--- config.mk ---
export PLATFORM = sky130hd
export DESIGN_NAME = dollar_bracket_matcher_flat
export DESIGN_NICKNAME = d
export VERILOG_FILES = /design/src/sv/dbm_pkg.sv /design/src/sv/dbm_ifs.sv /design/src/sv/dbm_cell.sv /design/src/sv/dbm_stack.sv /design/src/sv/dbm_skid.sv /design/src/sv/dollar_bracket_matcher.sv /design/src/flat_wrapper.sv
export SDC_FILE = /design/constraint.sdc
export NUM_CORES = 1
export LEC_CHECK = 0
export BUFFER_PORTS_ARGS = -buffer_cell sky130_fd_sc_hd__buf_2
export CORE_UTILIZATION = 26
export CTS_CLUSTER_DIAMETER = 40
export DETAILED_ROUTE_END_ITERATION = 6
export GPL_ROUTABILITY_DRIVEN = 0
export PLACE_DENSITY = 0.41
export SLEW_MARGIN = 20
export SYNTH_ARGS = -nofsm -noshare
export SYNTH_HDL_FRONTEND = slang
export SYNTH_HIERARCHICAL = 1
export SYNTH_SLANG_ARGS = --single-unit
--- constraint.sdc ---
create_clock -name clk -period 34.4 [get_ports clk]
set_input_delay 1.72 -clock clk [delete_from_list [all_inputs] [get_ports clk]]
set_output_delay 1.72 -clock clk [all_outputs]
set_load 0.02 [all_outputs]
--- src/sv/dbm_pkg.sv ---
// Shared types, constants and character decode functions for the dollar bracket matcher.
// No dependencies; every other file in sv/ refers to this package by scoped names.
`timescale 1ns / 1ps

package dbm_pkg;

    localparam int STACK_DEPTH = 64;
    localparam int DEPTH_W     = $clog2(STACK_DEPTH + 1);
    localparam int LEN_W       = 16;
    localparam int CHAR_W      = 8;

    localparam logic [LEN_W-1:0] LEN_MAX = {LEN_W{1'b1}};

    typedef logic [1:0] code_t;

    localparam code_t CODE_NONE   = 2'd0;
    localparam code_t CODE_BRACE  = 2'd1;
    localparam code_t CODE_SQUARE = 2'd2;
    localparam code_t CODE_PAREN  = 2'd3;

    localparam logic [CHAR_W-1:0] CH_NUL     = 8'h00;
    localparam logic [CHAR_W-1:0] CH_DOLLAR  = 8'h24;
    localparam logic [CHAR_W-1:0] CH_LBRACE  = 8'h7B;
    localparam logic [CHAR_W-1:0] CH_RBRACE  = 8'h7D;
    localparam logic [CHAR_W-1:0] CH_LSQUARE = 8'h5B;
    localparam logic [CHAR_W-1:0] CH_RSQUARE = 8'h5D;
    localparam logic [CHAR_W-1:0] CH_LPAREN  = 8'h28;
    localparam logic [CHAR_W-1:0] CH_RPAREN  = 8'h29;

    typedef enum logic [1:0] {
        PH_IDLE    = 2'd0,
        PH_DOLLAR  = 2'd1,
        PH_BRACKET = 2'd2
    } phase_t;

    typedef enum logic [2:0] {
        ST_BUSY       = 3'd0,
        ST_NOT_DOLLAR = 3'd1,
        ST_PLAIN      = 3'd2,
        ST_BRACKETED  = 3'd3,
        ST_EOF        = 3'd4,
        ST_MISMATCH   = 3'd5,
        ST_OVERFLOW   = 3'd6
    } status_t;

    typedef struct packed {
        status_t              status;
        logic [CHAR_W-1:0]    expected_close;
        logic [LEN_W-1:0]     token_length;
    } result_t;

    // push shifts the chain away from the top, pop shifts it towards the top
    typedef struct packed {
        logic  push;
        logic  pop;
        code_t code;
    } stack_op_t;

    function automatic code_t opener_code(input logic [CHAR_W-1:0] ch);
        code_t c;
        case (ch)
            CH_LBRACE:  c = CODE_BRACE;
            CH_LSQUARE: c = CODE_SQUARE;
            CH_LPAREN:  c = CODE_PAREN;
            default:    c = CODE_NONE;
        endcase
        return c;
    endfunction

    function automatic code_t closer_code(input logic [CHAR_W-1:0] ch);
        code_t c;
        case (ch)
            CH_RBRACE:  c = CODE_BRACE;
            CH_RSQUARE: c = CODE_SQUARE;
            CH_RPAREN:  c = CODE_PAREN;
            default:    c = CODE_NONE;
        endcase
        return c;
    endfunction

    function automatic logic [CHAR_W-1:0] closer_ascii(input code_t c);
        logic [CHAR_W-1:0] a;
        case (c)
            CODE_BRACE:  a = CH_RBRACE;
            CODE_SQUARE: a = CH_RSQUARE;
            CODE_PAREN:  a = CH_RPAREN;
            default:     a = CH_NUL;
        endcase
        return a;
    endfunction

endpackage

--- src/sv/dbm_ifs.sv ---
// Valid/ready channel interfaces: source characters in, match results out.
// Depends on dbm_pkg for field widths and the status type.
`timescale 1ns / 1ps

interface dbm_char_if;
    logic                        valid;
    logic                        ready;
    logic [dbm_pkg::CHAR_W-1:0]  character;
    logic                        end_of_input;

    modport source (output valid, output character, output end_of_input, input ready);
    modport sink   (input valid, input character, input end_of_input, output ready);
endinterface

interface dbm_result_if;
    logic                        valid;
    logic                        ready;
    dbm_pkg::status_t            status;
    logic [dbm_pkg::CHAR_W-1:0]  expected_close;
    logic [dbm_pkg::LEN_W-1:0]   token_length;

    modport source (output valid, output status, output expected_close, output token_length,
                    input ready);
    modport sink   (input valid, input status, input expected_close, input token_length,
                    output ready);
endinterface

--- src/sv/dbm_cell.sv ---
// One entry of the closer stack: holds a closer code, loads from its neighbours.
// Depends on dbm_pkg for code_t and stack_op_t.
`timescale 1ns / 1ps

module dbm_cell (
    input  logic               clk,
    input  dbm_pkg::stack_op_t op,
    input  dbm_pkg::code_t     from_up,
    input  dbm_pkg::code_t     from_down,
    output dbm_pkg::code_t     code
);

    dbm_pkg::code_t code_reg;

    always_ff @(posedge clk)
    begin
        if (op.push)
        begin
            code_reg <= from_up;
        end
        else if (op.pop)
        begin
            code_reg <= from_down;
        end
    end

    assign code = code_reg;

endmodule

--- src/sv/dbm_stack.sv ---
// Closer stack as a chain of dbm_cell entries; cell 0 is the top of stack.
// Depends on dbm_pkg and dbm_cell.
`timescale 1ns / 1ps

module dbm_stack (
    input  logic               clk,
    input  dbm_pkg::stack_op_t op,
    output dbm_pkg::code_t     top
);

    dbm_pkg::code_t codes [dbm_pkg::STACK_DEPTH];

    genvar i;
    generate
        for (i = 0; i < dbm_pkg::STACK_DEPTH; i++)
        begin : g_cell
            dbm_pkg::code_t up;
            dbm_pkg::code_t down;

            if (i == 0)
            begin : g_first
                assign up = op.code;
            end
            else
            begin : g_mid_up
                assign up = codes[i-1];
            end

            if (i == dbm_pkg::STACK_DEPTH - 1)
            begin : g_last
                assign down = dbm_pkg::CODE_NONE;
            end
            else
            begin : g_mid_down
                assign down = codes[i+1];
            end

            dbm_cell u_cell (
                .clk       (clk),
                .op        (op),
                .from_up   (up),
                .from_down (down),
                .code      (codes[i])
            );
        end
    endgenerate

    assign top = codes[0];

endmodule

--- src/sv/dbm_skid.sv ---
// Two-word output stage: result register plus skid register towards the result channel.
// Depends on dbm_pkg (result_t) and dbm_ifs (dbm_result_if).
`timescale 1ns / 1ps

module dbm_skid (
    input  logic              clk,
    input  logic              rst_n,
    input  logic              word_valid,
    input  dbm_pkg::result_t  word,
    output logic              word_ready,
    dbm_result_if.source      result
);

    logic              out_valid_reg;
    logic              skid_valid_reg;
    dbm_pkg::result_t  out_word_reg;
    dbm_pkg::result_t  skid_word_reg;
    logic              take;
    logic              fire;

    assign word_ready = !skid_valid_reg;
    assign fire       = word_valid && word_ready;
    assign take       = out_valid_reg && result.ready;

    always_ff @(posedge clk or negedge rst_n)
    begin
        if (!rst_n)
        begin
            out_valid_reg  <= 1'b0;
            skid_valid_reg <= 1'b0;
        end
        else
        begin
            if (fire)
            begin
                if (!out_valid_reg || take)
                begin
                    out_valid_reg <= 1'b1;
                end
                else
                begin
                    skid_valid_reg <= 1'b1;
                end
            end
            else if (take)
            begin
                out_valid_reg  <= skid_valid_reg;
                skid_valid_reg <= 1'b0;
            end
        end
    end

    always_ff @(posedge clk)
    begin
        if (fire)
        begin
            if (!out_valid_reg || take)
            begin
                out_word_reg <= word;
            end
            else
            begin
                skid_word_reg <= word;
            end
        end
        else if (take && skid_valid_reg)
        begin
            out_word_reg <= skid_word_reg;
        end
    end

    assign result.valid          = out_valid_reg;
    assign result.status         = out_word_reg.status;
    assign result.expected_close = out_word_reg.expected_close;
    assign result.token_length   = out_word_reg.token_length;

    a_skid_behind_out: assert property (@(posedge clk) disable iff (!rst_n)
        skid_valid_reg |-> out_valid_reg)
        else $error("skid word held with empty output register");

    a_skid_only_on_stall: assert property (@(posedge clk) disable iff (!rst_n)
        $rose(skid_valid_reg) |-> $past(out_valid_reg && !result.ready))
        else $error("skid register filled without a stalled output");

endmodule

--- src/sv/dollar_bracket_matcher.sv ---
// Dollar token matcher: takes one character word per cycle on stream while the output stage has
// room, and returns exactly one registered result word per character on token, in order.
// A '$' opens a token; an opening bracket right after it starts a bracketed token whose closers
// are tracked on a 64-entry chain of stack cells, so the top is compared combinationally and each
// push or pop is a single shift of the chain. The result channel has a two-word output stage, so
// stream stays ready while one result waits. Status codes: 0 in progress, 1 not dollar, 2 plain
// dollar, 3 bracketed done, 4 unexpected end, 5 mismatch, 6 overflow.
// Depends on dbm_pkg, dbm_ifs, dbm_cell, dbm_stack and dbm_skid.
`timescale 1ns / 1ps

module dollar_bracket_matcher (
    input  logic          clk,
    input  logic          rst_n,
    dbm_char_if.sink      stream,
    dbm_result_if.source  token
);

    dbm_pkg::phase_t               phase_reg;
    dbm_pkg::phase_t               phase_next;
    logic [dbm_pkg::DEPTH_W-1:0]   depth_reg;
    logic [dbm_pkg::DEPTH_W-1:0]   depth_next;
    logic [dbm_pkg::LEN_W-1:0]     len_reg;
    logic [dbm_pkg::LEN_W-1:0]     len_next;
    logic [dbm_pkg::LEN_W-1:0]     len_inc;

    logic                          in_fire;
    logic                          word_ready;
    dbm_pkg::code_t                open_code;
    dbm_pkg::code_t                close_code;
    dbm_pkg::code_t                top_code;
    logic [dbm_pkg::CHAR_W-1:0]    top_ascii;
    dbm_pkg::stack_op_t            op;
    dbm_pkg::result_t              res;

    assign stream.ready = word_ready;
    assign in_fire      = stream.valid && word_ready;

    assign open_code  = dbm_pkg::opener_code(stream.character);
    assign close_code = dbm_pkg::closer_code(stream.character);
    assign top_ascii  = dbm_pkg::closer_ascii(top_code);
    assign len_inc    = (len_reg == dbm_pkg::LEN_MAX) ? len_reg
                                                      : len_reg + dbm_pkg::LEN_W'(1);

    always_ff @(posedge clk or negedge rst_n)
    begin
        if (!rst_n)
        begin
            phase_reg <= dbm_pkg::PH_IDLE;
            depth_reg <= '0;
            len_reg   <= '0;
        end
        else if (in_fire)
        begin
            phase_reg <= phase_next;
            depth_reg <= depth_next;
            len_reg   <= len_next;
        end
    end

    always_comb
    begin
        phase_next         = phase_reg;
        depth_next         = depth_reg;
        len_next           = len_reg;
        op.push            = 1'b0;
        op.pop             = 1'b0;
        op.code            = open_code;
        res.status         = dbm_pkg::ST_BUSY;
        res.expected_close = dbm_pkg::CH_NUL;
        res.token_length   = len_reg;

        case (phase_reg)
            dbm_pkg::PH_DOLLAR:
            begin
                if (stream.end_of_input || open_code == dbm_pkg::CODE_NONE)
                begin
                    res.status = dbm_pkg::ST_PLAIN;
                    phase_next = dbm_pkg::PH_IDLE;
                    depth_next = '0;
                    len_next   = '0;
                end
                else
                begin
                    op.push          = in_fire;
                    depth_next       = dbm_pkg::DEPTH_W'(1);
                    len_next         = len_inc;
                    phase_next       = dbm_pkg::PH_BRACKET;
                    res.token_length = len_inc;
                end
            end

            dbm_pkg::PH_BRACKET:
            begin
                if (stream.end_of_input)
                begin
                    res.status         = dbm_pkg::ST_EOF;
                    res.expected_close = top_ascii;
                    phase_next         = dbm_pkg::PH_IDLE;
                    depth_next         = '0;
                    len_next           = '0;
                end
                else
                begin
                    res.token_length = len_inc;
                    len_next         = len_inc;
                    if (open_code != dbm_pkg::CODE_NONE)
                    begin
                        if (depth_reg == dbm_pkg::DEPTH_W'(dbm_pkg::STACK_DEPTH))
                        begin
                            res.status         = dbm_pkg::ST_OVERFLOW;
                            res.expected_close = top_ascii;
                            phase_next         = dbm_pkg::PH_IDLE;
                            depth_next         = '0;
                            len_next           = '0;
                        end
                        else
                        begin
                            op.push    = in_fire;
                            depth_next = depth_reg + dbm_pkg::DEPTH_W'(1);
                        end
                    end
                    else if (close_code != dbm_pkg::CODE_NONE)
                    begin
                        if (close_code != top_code)
                        begin
                            res.status         = dbm_pkg::ST_MISMATCH;
                            res.expected_close = top_ascii;
                            phase_next         = dbm_pkg::PH_IDLE;
                            depth_next         = '0;
                            len_next           = '0;
                        end
                        else if (depth_reg == dbm_pkg::DEPTH_W'(1))
                        begin
                            res.status = dbm_pkg::ST_BRACKETED;
                            phase_next = dbm_pkg::PH_IDLE;
                            depth_next = '0;
                            len_next   = '0;
                        end
                        else
                        begin
                            op.pop     = in_fire;
                            depth_next = depth_reg - dbm_pkg::DEPTH_W'(1);
                        end
                    end
                end
            end

            default:
            begin
                // idle, and the unused phase code
                depth_next = '0;
                if (!stream.end_of_input && stream.character == dbm_pkg::CH_DOLLAR)
                begin
                    phase_next       = dbm_pkg::PH_DOLLAR;
                    len_next         = dbm_pkg::LEN_W'(1);
                    res.token_length = dbm_pkg::LEN_W'(1);
                end
                else
                begin
                    phase_next       = dbm_pkg::PH_IDLE;
                    len_next         = '0;
                    res.status       = dbm_pkg::ST_NOT_DOLLAR;
                    res.token_length = '0;
                end
            end
        endcase
    end

    dbm_stack u_stack (
        .clk (clk),
        .op  (op),
        .top (top_code)
    );

    dbm_skid u_skid (
        .clk        (clk),
        .rst_n      (rst_n),
        .word_valid (stream.valid),
        .word       (res),
        .word_ready (word_ready),
        .result     (token)
    );

    a_depth_bound: assert property (@(posedge clk) disable iff (!rst_n)
        depth_reg <= dbm_pkg::DEPTH_W'(dbm_pkg::STACK_DEPTH))
        else $error("stack depth beyond capacity");

    a_depth_phase: assert property (@(posedge clk) disable iff (!rst_n)
        (phase_reg == dbm_pkg::PH_BRACKET) == (depth_reg != '0))
        else $error("stack depth disagrees with phase");

    a_finish_to_idle: assert property (@(posedge clk) disable iff (!rst_n)
        in_fire && res.status != dbm_pkg::ST_BUSY |=> phase_reg == dbm_pkg::PH_IDLE
            && depth_reg == '0 && len_reg == '0)
        else $error("token ended without returning to idle");

endmodule
--- src/flat_wrapper.sv ---
// flat-port wrapper written by rule: the top's interface ports become plain ports
module dollar_bracket_matcher_flat 
  (clk, rst_n, stream_valid, stream_character, stream_end_of_input, stream_ready, token_valid, token_status, token_expected_close, token_token_length, token_ready);
  dbm_char_if stream_i ();
  dbm_result_if token_i ();
  input  logic clk;
  input  logic rst_n;
  input wire logic [$bits(stream_i.valid)-1:0] stream_valid;
  input wire logic [$bits(stream_i.character)-1:0] stream_character;
  input wire logic [$bits(stream_i.end_of_input)-1:0] stream_end_of_input;
  output wire logic [$bits(stream_i.ready)-1:0] stream_ready;
  output wire logic [$bits(token_i.valid)-1:0] token_valid;
  output wire logic [$bits(token_i.status)-1:0] token_status;
  output wire logic [$bits(token_i.expected_close)-1:0] token_expected_close;
  output wire logic [$bits(token_i.token_length)-1:0] token_token_length;
  input wire logic [$bits(token_i.ready)-1:0] token_ready;
  assign stream_i.valid = stream_valid;
  assign stream_i.character = stream_character;
  assign stream_i.end_of_input = stream_end_of_input;
  assign stream_ready = stream_i.ready;
  assign token_valid = token_i.valid;
  assign token_status = token_i.status;
  assign token_expected_close = token_i.expected_close;
  assign token_token_length = token_i.token_length;
  assign token_i.ready = token_ready;
  dollar_bracket_matcher u_core (.clk(clk), .rst_n(rst_n), .stream(stream_i), .token(token_i));
endmodule
* Word level (Yosys, flattened, before mapping)
Index checks and enable logic that the tools add are counted.
** Storage, ports and cells
- Flip-flop bits (word level) :: 209
- Bits in latches :: 0
- RAM bits :: 0
- ROM bits :: 0
- Word-level logic and storage cells :: 312
- Memories kept :: 0
** Operators by class
- Add/sub/neg operators :: 3
- Multiply operators :: 0
- Div/mod/pow operators :: 0
- Magnitude comparators :: 0
- Equality and inequality tests :: 21
- Shift-type cells :: 0
- Mux-type cells :: 191
- Bitwise gates (word level) :: 1
- Reductions and logical operators :: 21
** Operators by type and width (count)
- 2-bit 2-to-1 mux :: 138
- 16-bit 2-to-1 mux :: 10
- 27-bit 2-to-1 mux :: 3
- 16-bit one-hot mux with 2 select lines :: 2
- 7-bit 2-to-1 mux :: 7
- 11-bit 2-to-1 mux :: 4
- 8-bit by 7-bit == test with 1-bit output (second input constant) :: 4
- 8-bit by 6-bit == test with 1-bit output (second input constant) :: 3
- 7-bit one-hot mux with 3 select lines :: 1
- 1-bit 2-to-1 mux :: 18
- 16-bit by 1-bit adder with 16-bit output (second input constant) :: 1
- 16-bit == test (second input constant) :: 1
- 7-bit one-hot mux with 2 select lines :: 1
- 2-bit one-hot mux with 3 select lines :: 2
- 2-bit AND reduction :: 5
- 2-bit nonzero test :: 5
- 8-bit 2-to-1 mux :: 1
- 7-bit by 1-bit adder with 7-bit output (second input constant) :: 1
- 7-bit by 1-bit == test with 1-bit output (second input constant) :: 1
- 7-bit == test (second input constant) :: 1
- 7-bit by 1-bit subtractor with 7-bit output (second input constant) :: 1
- 2-bit == test (second input constant) :: 3
- 3-bit one-hot mux with 2 select lines :: 1
- 5-bit by 2-bit != test with 1-bit output (second input constant) :: 1
- 14 further kinds :: 22

* Logic depth before layout (Yosys ltp)
- Depth after elaboration :: 10
- Mapped depth :: 10
- Mapped depth without buffers :: 9

* Cells and area by module
The synthesis kept the hierarchy.
** By module, submodules not included
- dbm_cell :: instances 64, cells each 5, area each 88.8 um^2
- dollar_bracket_matcher :: instances 1, cells each 338, area each 2499.9 um^2
- dbm_skid :: instances 1, cells each 96, area each 2170.8 um^2
- dbm_stack :: instances 1, cells each 1, area each 3.8 um^2

* Least setup slack after synthesis
OpenSTA, ideal clock, no wires.
- Path type :: input port to flip-flop
- From :: in stream_character[5]
- To :: reg u_core.u_stack.g_cell[0].u_cell.code_reg[0] (data pin)
- Library setup time :: 0.228 ns
- Data arrival time :: 18.954 ns
- Setup slack :: 15.217 ns
- Stages on the path :: 5
- Path buffers :: 1
- Cells stage by stage :: buf_4 -> nor4b_1 -> a22oi_1 -> nor4_1 -> mux2_2
** RTL lines
- start, declared :: line flat_wrapper.sv:9 : input wire logic [$bits(stream_i.character)-1:0] stream_character;
- end signal, assigned :: line dbm_cell.sv:19 : code_reg <= from_up;
- end signal, assigned :: line dbm_cell.sv:23 : code_reg <= from_down;
- end, declared :: line dbm_cell.sv:13 : dbm_pkg::code_t code_reg;

==> reports/qor.csv <==
stage;metric;value;unit
run_status;outcome;completed;
finish;nets;855;
synthesis;synth.top_cells.by_area;edfxtp_1, mux2_2, dfrtp_1, or2_2, mux2_4;
timing;finalSetupTns;0;ns
finish;final_common_cell;edfxtp_1;
clock_tree;clk_pin_slew_worst_paths;0.05;ns
timing;layout_min_cycle_time;4.63;ns
timing;fin_crit_sh;0.134;
pwr;power_density;60.9;mW/mm^2
synthesis;synth-seq-cells;209;
floorplanning;rows;72;
timing;slew_viol_final;0;
flow_run;drv_cap;0;
finish;multi_input_area;0.00408;mm^2
synthesis;synth_warnings;6;
worst_setup_path;crit_path_top_delay_cell;buf_4;
synthesis;synth_area_per_cell;13.7;um^2
timing;relSlewSlack;0.333;
worst_setup_path;required;34.66;ns
pwr;p_leak;4.45;nW
min_path;worstHoldPathCells;1;
worst_setup_path;cp-end-kind;flip-flop;
place;numPortBuffers;41;
worst_setup_path;cp.arrival;4.89;ns
route;vias_per_cell;4.50;
worst_setup_path;crit_chain;buf_2, nor3b_1, a22oi_1, nor4_2, buf_4, buf_6, mux2_2;
clock_tree;cts_setup_buffers;0;
clock_tree;clockBufferDepth;3;
global_routing;globalRouteTotalUtil;0.104;
finish;utilization;0.324;
clock_tree;cts.sinks;209;
route;firstDrtPassIters;4;
timing;max_freq;0.216;GHz
worst_setup_path;crit_fanout;101;
worst_setup_path;slowest_delay;0.77;ns
clock_tree;cts_hold_buf;0;
synthesis;synth_edf_count;182;
synthesis;ys_types;57;
global_routing;grt_pass1_wl;34.5;mm
timing;setup_viol;0;
timing;rsz0062_at_grt;no;
synthesis;synth_area;0.0104;mm^2
clock_tree;clock_latency;0.53;ns
clock_tree;cts_buffers;41;
floorplanning;die_w;202;um
finish;drive_gt1_frac;0.413;
clock_tree;cts_tree;yes;
route;drc;0;
timing;worst_pin_slew;1.00;ns
route;ant_nets;0;
worst_setup_path;r2r.worst_path.cells;7;
worst_setup_path;worst-setup-path-type;input port to flip-flop;
place;dp_hpwl;13.5;mm
floorplanning;top_level_ports;42;
floorplanning;dieArea;0.0406;mm^2
route;drtIter0Drc;363;
pwr;ir_worst_vdd;29.4;uV
floorplanning;initial_utilization;0.266;
global_routing;grt_max_degree;102;
global_routing;overflow;0;
timing;hold_viol;0;
global_routing;grt_pass1_vias;6475;
finish;seqCellArea;0.00614;mm^2
clock_tree;ctsHtreeMaxLevel;2;
clock_tree;cts_resized;0;
synthesis;synthFlopType;edfxtp_1;
route;vias;6217;
timing;finalClockSkew;0.0194;ns
route;wl_per_cell;15.1;um
synthesis;yosys.area.top_type;edfxtp_1;
floorplanning;core_area;0.0390;mm^2
synthesis;yosys.area.top_type_share;0.528;
min_path;min-delay-path-class;flip-flop to flip-flop;
synthesis;postSynth.asyncResetShare;0.129;
finish;largest_register_ffs;128;
synthesis;syn-instance-count;755;
worst_setup_path;startpoint_type;input port;
synthesis;ys_seq_area_frac;0.593;
finish;area_growth;21.8;%
clock_tree;clock-root-buffer;clkbuf_16;
place;place_ws;28.91;ns
floorplanning;dieHeight;202;um
finish;fillerInstances;3880;
timing;setup_slack;29.77;ns
global_routing;antenna_found_initial;0;
finish;mostFrequentLayoutCells;edfxtp_1, mux2_2, or2_2;
finish;diodes;0;
route;wirelength;20.8;mm
[worst max-delay path: cells and delay by family]
family          cells  cell delay [ns]
simple gates        2             0.73
mux                 1             0.42
buf+inv             3             1.56
compound gates      1             0.36
[synthesized netlist by cell type, types with 6 or more instances]
library cell,n
edfxtp_1,182
mux2_2,131
or2_2,67
a21oi_1,44
nor2_1,33
nand2_1,29
dfrtp_1,27
mux2_4,27
o21ai_0,25
inv_1,21
nand3_1,21
clkbuf_1,13
ha_1,10
a31oi_1,9
nor3_1,9
a221oi_1,8
and3_1,6
nor4_1,6
[routing by layer]
| layer | part of all wire | GRT usage | vias up |
|---|---|---|---|
| met5 | 0 | 0 | - |
| met3 | 0.034 | 0.0227 | 44 |
| li1 | - | - | 3060 |
| met2 | 0.47 | 0.169 | 96 |
| met1 | 0.47 | 0.135 | 3017 |
| met4 | 0.027 | 0.0392 | 0 |
[area by class of cell]
class | instances | share of cell area
sequential | 209 | 0.487
clock inverter | 32 | 0.0282
multi-input combinational | 510 | 0.323
timing repair buffer | 49 | 0.0213
tap | 518 | 0.0513
inverter | 21 | 0.00625
clock buffer | 44 | 0.0830
[metrics by stage]
step | instance area, um^2 | total power [mW] | std cells | hold WS [ns]
3_5_place_dp | 11200 | 0.379 | 1307 | 0.512
2_1_floorplan | 10400 | 0.356 | 759 | 0.470
5_1_grt | 12600 | 0.800 | 1383 | 0.546
6_report | 12600 | 0.768 | 1383 | 0.508
4_1_cts | 12600 | 0.783 | 1383 | 0.517
3_3_place_gp | 11200 | 0.379 | 1307 | 0.525
[report_power, final]
part / internal (mW) / switching, mW
Combinational: 0.0257 / 0.0456
Clock: 0.255 / 0.141
Sequential: 0.295 / 0.00487
[cells by family after synthesis]
family / Yosys count / synth area share
simple gates: 212 / 0.114
flops: 209 / 0.593
mux: 160 / 0.183
compound gates: 122 / 0.0789
buf+inv: 40 / 0.0179
fa+ha+maj: 10 / 0.0121
other cells: 2 / 0.000725
[worst paths after layout]
check / from / endpoint / slack (ns)
max in group asynchronous: rst_n / u_core/depth_reg[5] / 32.64
min: u_core/u_skid/result.valid / u_core/u_skid/skid_valid_reg / 0.51
min reg2reg: u_core/u_skid/result.valid / u_core/u_skid/skid_valid_reg / 0.51
max reg2reg: u_core/phase_reg[0] / u_core/u_stack/g_cell[38].u_cell/code[0] / 30.47
min in group asynchronous: rst_n / u_core/len_reg[9] / 1.26
max: stream_character[2] / u_core/u_stack/g_cell[38].u_cell/code[0] / 29.77
Power figures use the tool's default switching activity.
